<file path="config.mk">
export PLATFORM = sky130hd
export DESIGN_NAME = magic_length_frame_deframer_flat
export DESIGN_NICKNAME = d
export VERILOG_FILES = /design/src/sv/mlfd_pkg.sv /design/src/sv/mlfd_ifs.sv /design/src/sv/mlfd_regs.sv /design/src/sv/mlfd_core.sv /design/src/sv/mlfd_out_buf.sv /design/src/sv/magic_length_frame_deframer.sv /design/src/flat_wrapper.sv
export SDC_FILE = /design/constraint.sdc
export NUM_CORES = 1
export LEC_CHECK = 0
export ABC_AREA = 1
export BUFFER_PORTS_ARGS = -buffer_cell sky130_fd_sc_hd__buf_2
export CAP_MARGIN = 20
export CORE_AREA = 2 2 205 207
export DETAILED_ROUTE_END_ITERATION = 6
export DIE_AREA = 0 0 207 209
export GPL_TIMING_DRIVEN = 0
export SETUP_SLACK_MARGIN = 0.02
export SYNTH_ARGS = -nofsm -noshare
export SYNTH_HDL_FRONTEND = slang
export SYNTH_HIERARCHICAL = 1
export SYNTH_SLANG_ARGS = --single-unit
</file>
<file path="constraint.sdc">
create_clock -name i_clk -period 7.8 [get_ports i_clk]
set_input_delay 0 -clock i_clk [delete_from_list [all_inputs] [get_ports i_clk]]
set_output_delay 0 -clock i_clk [all_outputs]
set_load 0.01 [all_outputs]
</file>
<file path="src/sv/mlfd_pkg.sv">
// Shared constants and types of the magic-length frame deframer.
`default_nettype none

package mlfd_pkg;

    localparam int HDR_LEN = 7;

    localparam logic [7:0]  MAGIC_FIRST       = 8'hAA;
    localparam logic [7:0]  MAGIC_SECOND      = 8'h55;
    localparam logic [31:0] MAX_PAYLOAD_RESET = 32'd4194304;

    localparam int          APB_ADDR_W       = 3;
    localparam logic        REG_MAX_PAYLOAD  = 1'b0;

    typedef logic [7:0] t_byte;

    typedef enum logic [1:0] {
        EVT_PAYLOAD  = 2'd0,
        EVT_EMPTY    = 2'd1,
        EVT_OVERSIZE = 2'd2
    } t_evt_kind;

    typedef struct packed {
        t_evt_kind   event_kind;
        t_byte       frame_type;
        t_byte       payload_byte;
        logic [31:0] frame_length;
        logic        last_byte;
    } t_evt;

endpackage

`default_nettype wire

</file>
<file path="src/sv/mlfd_ifs.sv">
// Stream interfaces for received bytes and for deframer events.
`default_nettype none

interface mlfd_rx_if;
    logic       valid;
    logic       ready;
    logic [7:0] rx_byte;
    logic       new_session;

    modport source (output valid, output rx_byte, output new_session, input ready);
    modport sink   (input valid, input rx_byte, input new_session, output ready);
endinterface

interface mlfd_evt_if;
    logic        valid;
    logic        ready;
    logic [1:0]  event_kind;
    logic [7:0]  frame_type;
    logic [7:0]  payload_byte;
    logic [31:0] frame_length;
    logic        last_byte;

    modport source (output valid, output event_kind, output frame_type, output payload_byte,
                    output frame_length, output last_byte, input ready);
    modport sink   (input valid, input event_kind, input frame_type, input payload_byte,
                    input frame_length, input last_byte, output ready);
endinterface

`default_nettype wire

</file>
<file path="src/sv/mlfd_regs.sv">
// APB register block holding the maximum payload length.
`default_nettype none

module mlfd_regs
    import mlfd_pkg::*;
(
    input  wire logic                  i_clk,
    input  wire logic                  i_rst_n,
    input  wire logic                  psel,
    input  wire logic                  penable,
    input  wire logic                  pwrite,
    input  wire logic [APB_ADDR_W-1:0] paddr,
    input  wire logic [31:0]           pwdata,
    output      logic [31:0]           prdata,
    output      logic                  pready,
    output      logic [31:0]           o_max_payload
);

    logic [31:0] r_max_payload;
    logic        wr_max;

    assign pready = 1'b1;
    assign wr_max = psel && penable && pwrite && (paddr[2] == REG_MAX_PAYLOAD);

    always_ff @(posedge i_clk) begin
        if (!i_rst_n) begin
            r_max_payload <= MAX_PAYLOAD_RESET;
        end else if (wr_max) begin
            r_max_payload <= pwdata;
        end
    end

    always_comb begin
        prdata = 32'd0;
        if (paddr[2] == REG_MAX_PAYLOAD) begin
            prdata = r_max_payload;
        end
    end

    assign o_max_payload = r_max_payload;

endmodule

`default_nettype wire

</file>
<file path="src/sv/mlfd_core.sv">
// Input register, header window and payload tracking of the deframer.
`default_nettype none

module mlfd_core
    import mlfd_pkg::*;
(
    input  wire logic        i_clk,
    input  wire logic        i_rst_n,
    mlfd_rx_if.sink          i_rx,
    input  wire logic [31:0] i_max_payload,
    input  wire logic        i_room,
    output      logic        o_res_valid,
    output      t_evt        o_res
);

    logic        r_in_valid;
    t_byte       r_in_byte;
    logic        r_in_ns;

    t_byte       r_win [HDR_LEN];
    logic [2:0]  r_hdr_cnt;
    logic        r_in_payload;
    logic [31:0] r_remaining;
    t_byte       r_cur_type;
    logic [31:0] r_cur_len;

    t_byte       n_win [HDR_LEN];
    logic [2:0]  n_hdr_cnt;
    logic        n_in_payload;
    logic [31:0] n_remaining;
    t_byte       n_cur_type;
    logic [31:0] n_cur_len;

    logic        proc;
    logic        take;

    assign proc       = r_in_valid && i_room;
    assign i_rx.ready = !r_in_valid || i_room;
    assign take       = i_rx.valid && i_rx.ready;

    always_ff @(posedge i_clk) begin
        if (!i_rst_n) begin
            r_in_valid <= 1'b0;
        end else if (take) begin
            r_in_valid <= 1'b1;
        end else if (proc) begin
            r_in_valid <= 1'b0;
        end
    end

    always_ff @(posedge i_clk) begin
        if (take) begin
            r_in_byte <= i_rx.rx_byte;
            r_in_ns   <= i_rx.new_session;
        end
    end

    always_comb begin
        logic [2:0]  cnt;
        logic        busy;
        logic [31:0] rem;
        logic [31:0] len;

        for (int i = 0; i < HDR_LEN; i++) begin
            n_win[i] = r_in_ns ? 8'd0 : r_win[i];
        end
        cnt  = r_in_ns ? 3'd0 : r_hdr_cnt;
        busy = r_in_ns ? 1'b0 : r_in_payload;
        rem  = r_in_ns ? 32'd0 : r_remaining;
        len  = 32'd0;

        n_hdr_cnt    = cnt;
        n_in_payload = busy;
        n_remaining  = rem;
        n_cur_type   = r_cur_type;
        n_cur_len    = r_cur_len;
        o_res_valid  = 1'b0;

        if (busy) begin
            n_remaining = rem - 32'd1;
            o_res_valid = 1'b1;
            if (rem == 32'd1) begin
                n_in_payload = 1'b0;
                n_hdr_cnt    = 3'd0;
            end
        end else begin
            if (cnt > 3'(HDR_LEN - 1)) begin
                cnt = 3'd0;
            end
            for (int i = 0; i < HDR_LEN; i++) begin
                if (cnt == 3'(i)) begin
                    n_win[i] = r_in_byte;
                end
            end
            if (cnt != 3'(HDR_LEN - 1)) begin
                n_hdr_cnt = cnt + 3'd1;
            end else if (n_win[0] != MAGIC_FIRST || n_win[1] != MAGIC_SECOND) begin
                for (int i = 0; i < HDR_LEN - 1; i++) begin
                    n_win[i] = n_win[i + 1];
                end
                n_win[HDR_LEN - 1] = 8'd0;
                n_hdr_cnt          = 3'(HDR_LEN - 1);
            end else begin
                len        = {n_win[3], n_win[4], n_win[5], n_win[6]};
                n_cur_type = n_win[2];
                n_cur_len  = len;
                n_hdr_cnt  = 3'd0;
                if (len > i_max_payload || len == 32'd0) begin
                    o_res_valid = 1'b1;
                end else begin
                    n_in_payload = 1'b1;
                    n_remaining  = len;
                end
            end
        end
        o_res_valid = o_res_valid && proc;

        o_res.frame_type   = n_cur_type;
        o_res.frame_length = n_cur_len;
        if (busy) begin
            o_res.event_kind   = EVT_PAYLOAD;
            o_res.payload_byte = r_in_byte;
            o_res.last_byte    = (rem == 32'd1);
        end else begin
            o_res.event_kind   = (len == 32'd0) ? EVT_EMPTY : EVT_OVERSIZE;
            o_res.payload_byte = 8'd0;
            o_res.last_byte    = 1'b0;
        end
    end

    always_ff @(posedge i_clk) begin
        if (!i_rst_n) begin
            for (int i = 0; i < HDR_LEN; i++) begin
                r_win[i] <= 8'd0;
            end
            r_hdr_cnt    <= 3'd0;
            r_in_payload <= 1'b0;
            r_remaining  <= 32'd0;
            r_cur_type   <= 8'd0;
            r_cur_len    <= 32'd0;
        end else if (proc) begin
            r_win        <= n_win;
            r_hdr_cnt    <= n_hdr_cnt;
            r_in_payload <= n_in_payload;
            r_remaining  <= n_remaining;
            r_cur_type   <= n_cur_type;
            r_cur_len    <= n_cur_len;
        end
    end

endmodule

`default_nettype wire

</file>
<file path="src/sv/mlfd_out_buf.sv">
// Two-entry result buffer that drives the event channel.
`default_nettype none

module mlfd_out_buf
    import mlfd_pkg::*;
(
    input  wire logic i_clk,
    input  wire logic i_rst_n,
    input  wire logic i_push,
    input  wire t_evt i_data,
    output      logic o_room,
    mlfd_evt_if.source o_evt
);

    t_evt       r_buf [2];
    logic       r_rd;
    logic       r_wr;
    logic [1:0] r_cnt;
    logic       pop;
    t_evt       head;

    assign o_room = (r_cnt != 2'd2);
    assign pop    = o_evt.valid && o_evt.ready;
    assign head   = r_buf[r_rd];

    assign o_evt.valid        = (r_cnt != 2'd0);
    assign o_evt.event_kind   = head.event_kind;
    assign o_evt.frame_type   = head.frame_type;
    assign o_evt.payload_byte = head.payload_byte;
    assign o_evt.frame_length = head.frame_length;
    assign o_evt.last_byte    = head.last_byte;

    always_ff @(posedge i_clk) begin
        if (i_push) begin
            r_buf[r_wr] <= i_data;
        end
    end

    always_ff @(posedge i_clk) begin
        if (!i_rst_n) begin
            r_rd  <= 1'b0;
            r_wr  <= 1'b0;
            r_cnt <= 2'd0;
        end else begin
            if (i_push) begin
                r_wr <= !r_wr;
            end
            if (pop) begin
                r_rd <= !r_rd;
            end
            case ({i_push, pop})
                2'b10:   r_cnt <= r_cnt + 2'd1;
                2'b01:   r_cnt <= r_cnt - 2'd1;
                default: r_cnt <= r_cnt;
            endcase
        end
    end

endmodule

`default_nettype wire

</file>
<file path="src/sv/magic_length_frame_deframer.sv">
// Top level of the magic-length frame deframer.
//
//   Channel   Direction  Carries
//   i_rx      in         rx_byte, new_session
//   o_evt     out        event_kind, frame_type, payload_byte, frame_length, last_byte
//   APB       in/out     max_payload_bytes at byte address 0
//
// One byte is taken per cycle while the result buffer has room; an accepted byte is held
// in the input register, and its event, if any, goes from there into the result buffer that drives o_evt.
// The rate is set by the combinational header and payload update in mlfd_core.
// Reset is synchronous and active low; no clearing pass is needed.
// A two-entry result buffer lets input continue while one event waits downstream.
`default_nettype none

module magic_length_frame_deframer
    import mlfd_pkg::*;
(
    input  wire logic                  i_clk,
    input  wire logic                  i_rst_n,
    mlfd_rx_if.sink                    i_rx,
    mlfd_evt_if.source                 o_evt,
    input  wire logic                  psel,
    input  wire logic                  penable,
    input  wire logic                  pwrite,
    input  wire logic [APB_ADDR_W-1:0] paddr,
    input  wire logic [31:0]           pwdata,
    output      logic [31:0]           prdata,
    output      logic                  pready
);

    logic [31:0] max_payload;
    logic        room;
    logic        res_valid;
    t_evt        res;

    mlfd_regs u_regs (
        .i_clk         (i_clk),
        .i_rst_n       (i_rst_n),
        .psel          (psel),
        .penable       (penable),
        .pwrite        (pwrite),
        .paddr         (paddr),
        .pwdata        (pwdata),
        .prdata        (prdata),
        .pready        (pready),
        .o_max_payload (max_payload)
    );

    mlfd_core u_core (
        .i_clk         (i_clk),
        .i_rst_n       (i_rst_n),
        .i_rx          (i_rx),
        .i_max_payload (max_payload),
        .i_room        (room),
        .o_res_valid   (res_valid),
        .o_res         (res)
    );

    mlfd_out_buf u_out_buf (
        .i_clk   (i_clk),
        .i_rst_n (i_rst_n),
        .i_push  (res_valid),
        .i_data  (res),
        .o_room  (room),
        .o_evt   (o_evt)
    );

endmodule

`default_nettype wire

</file>
<file path="src/flat_wrapper.sv">
// flat-port wrapper written by rule: the top's interface ports become plain ports
module magic_length_frame_deframer_flat import mlfd_pkg::*;
  (i_clk, i_rst_n, psel, penable, pwrite, paddr, pwdata, prdata, pready, i_rx_valid, i_rx_rx_byte, i_rx_new_session, i_rx_ready, o_evt_valid, o_evt_event_kind, o_evt_frame_type, o_evt_payload_byte, o_evt_frame_length, o_evt_last_byte, o_evt_ready);
  mlfd_rx_if i_rx_i ();
  mlfd_evt_if o_evt_i ();
  input  wire logic i_clk;
  input  wire logic i_rst_n;
  input  wire logic psel;
  input  wire logic penable;
  input  wire logic pwrite;
  input  wire logic [APB_ADDR_W-1:0] paddr;
  input  wire logic [31:0] pwdata;
  output      logic [31:0] prdata;
  output      logic pready;
  input wire logic [$bits(i_rx_i.valid)-1:0] i_rx_valid;
  input wire logic [$bits(i_rx_i.rx_byte)-1:0] i_rx_rx_byte;
  input wire logic [$bits(i_rx_i.new_session)-1:0] i_rx_new_session;
  output wire logic [$bits(i_rx_i.ready)-1:0] i_rx_ready;
  output wire logic [$bits(o_evt_i.valid)-1:0] o_evt_valid;
  output wire logic [$bits(o_evt_i.event_kind)-1:0] o_evt_event_kind;
  output wire logic [$bits(o_evt_i.frame_type)-1:0] o_evt_frame_type;
  output wire logic [$bits(o_evt_i.payload_byte)-1:0] o_evt_payload_byte;
  output wire logic [$bits(o_evt_i.frame_length)-1:0] o_evt_frame_length;
  output wire logic [$bits(o_evt_i.last_byte)-1:0] o_evt_last_byte;
  input wire logic [$bits(o_evt_i.ready)-1:0] o_evt_ready;
  assign i_rx_i.valid = i_rx_valid;
  assign i_rx_i.rx_byte = i_rx_rx_byte;
  assign i_rx_i.new_session = i_rx_new_session;
  assign i_rx_ready = i_rx_i.ready;
  assign o_evt_valid = o_evt_i.valid;
  assign o_evt_event_kind = o_evt_i.event_kind;
  assign o_evt_frame_type = o_evt_i.frame_type;
  assign o_evt_payload_byte = o_evt_i.payload_byte;
  assign o_evt_frame_length = o_evt_i.frame_length;
  assign o_evt_last_byte = o_evt_i.last_byte;
  assign o_evt_i.ready = o_evt_ready;
  magic_length_frame_deframer u_core (.i_clk(i_clk), .i_rst_n(i_rst_n), .i_rx(i_rx_i), .o_evt(o_evt_i), .psel(psel), .penable(penable), .pwrite(pwrite), .paddr(paddr), .pwdata(pwdata), .prdata(prdata), .pready(pready));
endmodule
</file>
## Yosys cells after proc, flatten, opt, wreduce, memory -nomap -nowiden

Memories as Yosys holds them, arrays and structs flattened. A register that Yosys moved wholly into a read port is not among the register bits.
Cells that the tools add are included.

| operators by class | value |
|---|---|
| add/sub/neg operators | 4 |
| multiply operators | 0 |
| divide/modulo/power cells | 0 |
| magnitude comparators | 2 |
| eq/ne operators | 13 |
| shifts and indexed selects | 0 |
| multiplexer cells | 66 |
| bitwise logic cells | 1 |
| reductions and logical operators | 19 |

Operators with widths:

| operator | count |
|---|---|
| two-way mux 32 bit | 12 |
| two-way mux 8 bit | 24 |
| two-way mux 56 bit | 3 |
| zero test 32 bit | 2 |
| == test 32 x 1 -> 1 bit, second input constant | 1 |
| greater-than comparator 32 bit | 1 |
| subtractor 32 x 1 -> 32 bit, second input constant | 1 |
| two-way mux 3 bit | 7 |
| two-way mux 1 bit | 17 |
| == test 3 bit, second input constant | 3 |
| != test 8 x 7 -> 1 bit, second input constant | 1 |
| != test 8 bit, second input constant | 1 |
| logical AND 1 bit | 7 |
| == test 3 x 2 -> 1 bit, second input constant | 2 |
| nonzero test 2 bit | 3 |
| two-way mux 2 bit | 2 |
| case mux 2 bit (2 select lines) | 1 |
| adder 3 x 1 -> 3 bit, second input constant | 1 |
| == test 3 x 1 -> 1 bit, second input constant | 1 |
| greater-than comparator 3 bit, second input constant | 1 |
| zero test 1 bit | 3 |
| zero test 3 bit | 1 |
| logical OR 1 bit | 3 |
| != test 3 bit, second input constant | 1 |
| 6 further kinds | 6 |

| word-level totals | value |
|---|---|
| bits in registers | 178 |
| bits in latches | 0 |
| memory bits (writable) | 102 |
| ROM bits | 0 |
| bits of input ports | 51 |
| output and inout bits | 86 |
| logic and storage cells | 125 |
| memories | 1 |

Memories:

| memory | depth | width | read ports | clocked after Yosys merged registers in | write ports | line | RTL |
|---|---|---|---|---|---|---|---|
| u_core.u_out_buf.r_buf | 2 | 51 | 1 | 1 | 1 | mlfd_out_buf.sv:15 | `t_evt r_buf [2];` |

## Depth between registers and ports, before layout

| logic depth | value |
|---|---|
| depth in word-level cells | 16 |
| depth in mapped cells | 37 |
| gate-level depth less buffers | 32 |

## Hierarchy

The synthesis kept the hierarchy.

Modules (own cells, without submodules):

| module | instances | cells an instance | area an instance (um^2) | seq. area each (um^2) |
|---|---|---|---|---|
| mlfd_core | 1 | 1594 | 10034.6 | 2932.8 |
| mlfd_out_buf | 1 | 195 | 4171.5 | 3163.0 |
| mlfd_regs | 1 | 279 | 1670.4 | 640.6 |

## Worst setup path before layout

OpenSTA, ideal clock, no wires.

| path | value |
|---|---|
| path kind | register to register |
| start point | reg u_core.u_core.r_in_ns |
| end point | mem u_core/u_out_buf/r_buf[0][0] (netlist bit), enable pin |
| library setup time | 0.461 ns |
| arrival | 6.066 ns |
| required time | 7.339 ns |
| setup slack | 1.273 ns |
| cell stages (with the launch flop) | 28 |
| path buffers | 7 |
| clock period less this slack | 6.527 ns |
| cells stage by stage | edfxtp_1 > buf_6 > inv_4 > buf_6 > buf_6 > buf_6 > buf_6 > clkbuf_1 > nand3_1 > inv_1 > ha_1 > ha_1 > inv_1 > buf_1 > o21ai_0 > inv_1 > ha_1 > nand2_1 > nor2_1 > nand2_1 > nor4_1 > nand2_1 > nand2_1 > nand2_1 > nand2_2 > a31o_2 > inv_1 > nor2_1 |

| between the ends | value |
|---|---|
| word-level cells in the longest chain between the ends | 16 |

RTL lines:

| what | line | RTL |
|---|---|---|
| from (decl) | mlfd_core.sv:18 | `logic r_in_ns;` |
| from (signal assigned) | mlfd_core.sv:54 | `r_in_ns <= i_rx.new_session;` |
| two-way mux 3 bit | mlfd_core.sv:67 | `cnt = r_in_ns ? 3'd0 : r_hdr_cnt;` |
| greater-than comparator 3 bit | mlfd_core.sv:87 | `if (cnt > 3'(HDR_LEN - 1)) begin` |
| two-way mux 3 bit | mlfd_core.sv:87 |  |
| two-way mux 3 bit | mlfd_core.sv:79 | `if (busy) begin` |
| == test 3 bit / == test 3 x 2 -> 1 bit (equally long branches) | mlfd_core.sv:91 | `if (cnt == 3'(i)) begin` |
| two-way mux 8 bit | mlfd_core.sv:91 |  |
| two-way mux 8 bit | mlfd_core.sv:79 |  |
| greater-than comparator 32 bit / zero test 32 bit (equally long branches) | mlfd_core.sv:108 | `if (len > i_max_payload \|\| len == 32'd0) begin` |
| logical OR 1 bit | mlfd_core.sv:108 |  |
| two-way mux 1 bit | mlfd_core.sv:108 |  |
| two-way mux 1 bit | mlfd_core.sv:97 | `end else if (n_win[0] != MAGIC_FIRST \|\| n_win[1] != MAGIC_SECOND) begin` |
| two-way mux 1 bit | mlfd_core.sv:95 | `if (cnt != 3'(HDR_LEN - 1)) begin` |
| two-way mux 1 bit * | mlfd_core.sv:79 |  |
| logical AND 1 bit * | mlfd_core.sv:116 | `o_res_valid = o_res_valid && proc;` |
| named net u_core.res_valid | magic_length_frame_deframer.sv:33 | `logic res_valid;` |
| two-way mux 1 bit * | mlfd_out_buf.sv:34 | `if (i_push) begin` |
| two-way mux 1 bit (not written as such) * | mlfd_out_buf.sv:35 | `r_buf[r_wr] <= i_data;` |
| to (decl) | mlfd_out_buf.sv:15 |  |

Mark *: on every way through the listed nets, which the timed path passes. The rest lies on a longest branch. The select of a mux whose other input is x is not followed.

## Final worst setup path

| path | value |
|---|---|
| start point | reg u_core.u_core.r_in_ns |
| end point | mem u_core/u_out_buf/r_buf[0][39] (netlist bit), enable pin |

Same word-level chain as after synthesis.

==> impl_metrics.tcl <==
set metrics [dict create \
    synth_ff_type "dfxtp_1" \
    port-buffer-count 132 \
    instances_no_fill 2859 \
    cp.arrival_ns 7.13 \
    dpl-instance-area_mm2 0.0173 \
    grt_max_degree 41 \
    synth_fp_nets 2159 \
    end_kind "flip-flop" \
    drv_cap 0 \
    holdPathStages 6 \
    post_cts_buffers 0 \
    synth_edf_count 111 \
    syn_area_per_cell_um2 7.68 \
    p_comb_frac 0.126 \
    synthCells 2068 \
    crit_slowest_cell "o21ai_1" \
    grt_pass1_vias 14700 \
    path_clk_slew_ns 0.06 \
    vias_per_cell 5.31 \
    grt_overflow 0 \
    routabilityCongestion 0.975 \
    first_pass_iters 6 \
    max_stage_delay_ns 0.97 \
    power_density_mw_per_mm2 194 \
    grtUsageTotal 0.246 \
    ys_seq_area_frac 0.424 \
    fp.dieH_um 209 \
    synthArstFlopShare 0 \
    ys_ff_latch 281 \
    utilization 0.459 \
    critPathKind "reg2reg" \
    ant_nets 0 \
    cts_buffers 35 \
    holdPathEnd "u_core/u_regs/o_max_payload[16]" \
    rsz0062_at_grt "false" \
    min_from "psel" \
    reg2reg_from "u_core/u_core/r_in_ns" \
    drt_wl_total_um 54300 \
    numClockSinks 281 \
    grt_pass1_wl_um 82900 \
    diodes 0 \
    seqPwrFrac 0.434 \
    min_path_type "in2reg" \
    drtIter0Drc 1426 \
    insertion_delay_ns 0.55 \
    drv_slew 0 \
    layout_commonest_cell "nand2_1" \
    p_leak_uw 0.00894 \
    area_growth_pct 19.3 \
    cts_tree "built" \
    cts-root-buf "clkbuf_16" \
    hold_viol 0 \
    top_usage_layer "met2" \
    reg2reg_depth 27 \
    use_met3 0.0433 \
    finalPower_uw 3680 \
    syn-cell-area_mm2 0.0159 \
    status "completed" \
    period_needed_ns 6.89 \
    rrSetupSlack_ns 0.91 \
    cts_buffer_depth 3 \
    antenna_found_initial 0 \
    drc 0 \
    met1_usage 0.317 \
    tns_ns 0 \
    p_switching_uw 987 \
    fmax_ghz 0.145 \
    synth.distinct_cells 51 \
    yosysWarnings 6 \
    rows 75 \
    cts.htree.levels 2 \
    vdd_drop_max_v 0.000124 \
    fillers 4140 \
    coreArea_mm2 0.0413 \
    die_w_um 207 \
    die-area_mm2 0.0433 \
    crit_required_ns 8.03 \
    use_met2 0.400 \
    dp.cells 2742 \
    mostFrequentLayoutCells "440 x nand2_1, 264 x inv_1, 220 x nor2_1" \
    cp-start-kind "flip-flop" \
    start_util 0.385 \
    internal_power_uw 2690 \
    dr_total_vias 15200 \
    relSlewSlack 0.196 \
    p_clk_frac 0.440 \
    final_area_mm2 0.0189 \
    worst_pin_slew_ns 1.20 \
    setup_viol 0 \
    io_pins 137 \
    r2r_end "u_core/u_out_buf/r_buf[0][39]" \
    drive_above_1_share 0.162 \
    cp_max_fo 29 \
    final_nets 2385 \
    period_share 0.883 \
    wire_per_inst_um 19.0 \
    finClkSkew_ns 0.0193 \
    switching_share 0.268 \
    hpwl_um 39100 \
]
[sequential cells by signal (all words and copies together) (netlist names), named ones only]
register,cells
u_core/u_core/r_in_ns,1
u_core/u_regs/o_max_payload,32
u_core/u_core/r_in_valid,1
u_core/u_core/r_remaining,32
u_core/u_out_buf/r_buf,102
u_core/u_out_buf/r_cnt,2
u_core/u_out_buf/r_rd,1
u_core/u_core/r_win,56
u_core/u_core/r_in_byte,8
u_core/u_core/r_in_payload,1
u_core/u_core/r_hdr_cnt,3
u_core/u_core/r_cur_type,8
u_core/u_out_buf/r_wr,1
u_core/u_core/r_cur_len,32
[layer usage]
metal	part of all wire	up-vias
li1	-	7200
met1	0.42	7156
met4	0.046	0
met5	0	-
met3	0.080	165
met2	0.45	650
[cells in the mapped netlist, types with 30 or more instances]
cell	instances	area, um^2
nand2_1	440	1650
inv_1	265	995
nor2_1	221	830
a21oi_1	172	861
dfxtp_1	170	3400
o21ai_0	132	661
edfxtp_1	111	3330
nand3_1	109	546
clkbuf_1	56	210
mux2_4	50	751
o21ai_1	44	220
ha_1	40	500
or2_2	30	188
[cell type report]
type | instances | area [um^2] | area share
Multi-Input combinational cell | 1394 | 7390 | 0.390
Sequential cell | 281 | 6740 | 0.356
Timing Repair Buffer | 189 | 1250 | 0.0659
Inverter | 276 | 1040 | 0.0549
Clock buffer | 47 | 951 | 0.0502
Buffer | 117 | 718 | 0.0379
Tap cell | 539 | 674 | 0.0356
Clock inverter | 16 | 190 | 0.0100
[power by group through the flow]
stage          Sequential [uW]  Clock (uW)  Combinational [uW]
2_1_floorplan             1610           0                 295
3_3_place_gp              1630           0                 425
3_5_place_dp              1630           0                 433
4_1_cts                   1600        1650                 454
5_1_grt                   1600        1720                 508
6_report                  1600        1620                 463
[worst max-delay path, delay by kind of cell, from the launching register on]
kind	cells	cell delay (ns)
AOI/OAI and AO/OA	2	1.20
DFF	1	0.37
buffers and inverters	12	2.32
and+or+nand+nor	10	1.96
adders and majority gates	3	0.66
[logic make-up (layout without fill, tap and decap cells)]
family | after synthesis | after routing | share of synthesized area
fa+ha+maj | 40 | 40 | 0.0315
xor+xnor | 13 | 13 | 0.00717
compound gates | 407 | 407 | 0.136
flops | 281 | 281 | 0.424
other cells | 1 | 1 | 0.000236
buf+inv | 393 | 645 | 0.111
mux | 51 | 51 | 0.0480
simple gates | 882 | 882 | 0.242
[what timing repair did]
| item | 4_1_cts | 5_1_grt |
|---|---|---|
| hold buffers | 54 | 0 |
| hold endpoints to repair | 48 | 0 |
| resized for setup | 0 | 0 |
| endpoints found under the setup margin | 0 | 0 |
[how the worst max path moves through the flow]
| stage | start | to | slack, ns | cells past startpoint |
|---|---|---|---|---|
| final | u_core/u_core/r_in_ns | u_core/u_out_buf/r_buf[0][39] | 0.91 | 27 |
| after global routing | u_core/u_core/r_in_ns | u_core/u_out_buf/r_buf[0][43] | 0.57 | 27 |
| after CTS | u_core/u_core/r_in_ns | u_core/u_out_buf/r_buf[0][39] | 1.01 | 27 |
| after detailed placement | u_core/u_core/r_in_ns | u_core/u_out_buf/r_buf[0][40] | 1.04 | 27 |
| after global placement | u_core/u_core/r_in_ns | u_core/u_out_buf/r_buf[0][40] | -1.54 | 26 |
| after floorplan | u_core/u_core/r_in_ns | u_core/u_out_buf/r_buf[0][0] | 1.27 | 27 |
[stage by stage]
step / worst slack [ns] / hold WS [ns]
after CTS: 1.01 / 0.000454
after floorplan: 1.27 / 0.0989
after detailed placement: 1.04 / 0.179
after global routing: 0.574 / 0.0330
final: 0.909 / 0.0281
after global placement: -1.54 / 0.180
Note: power is estimated with default switching activity, not from simulation.
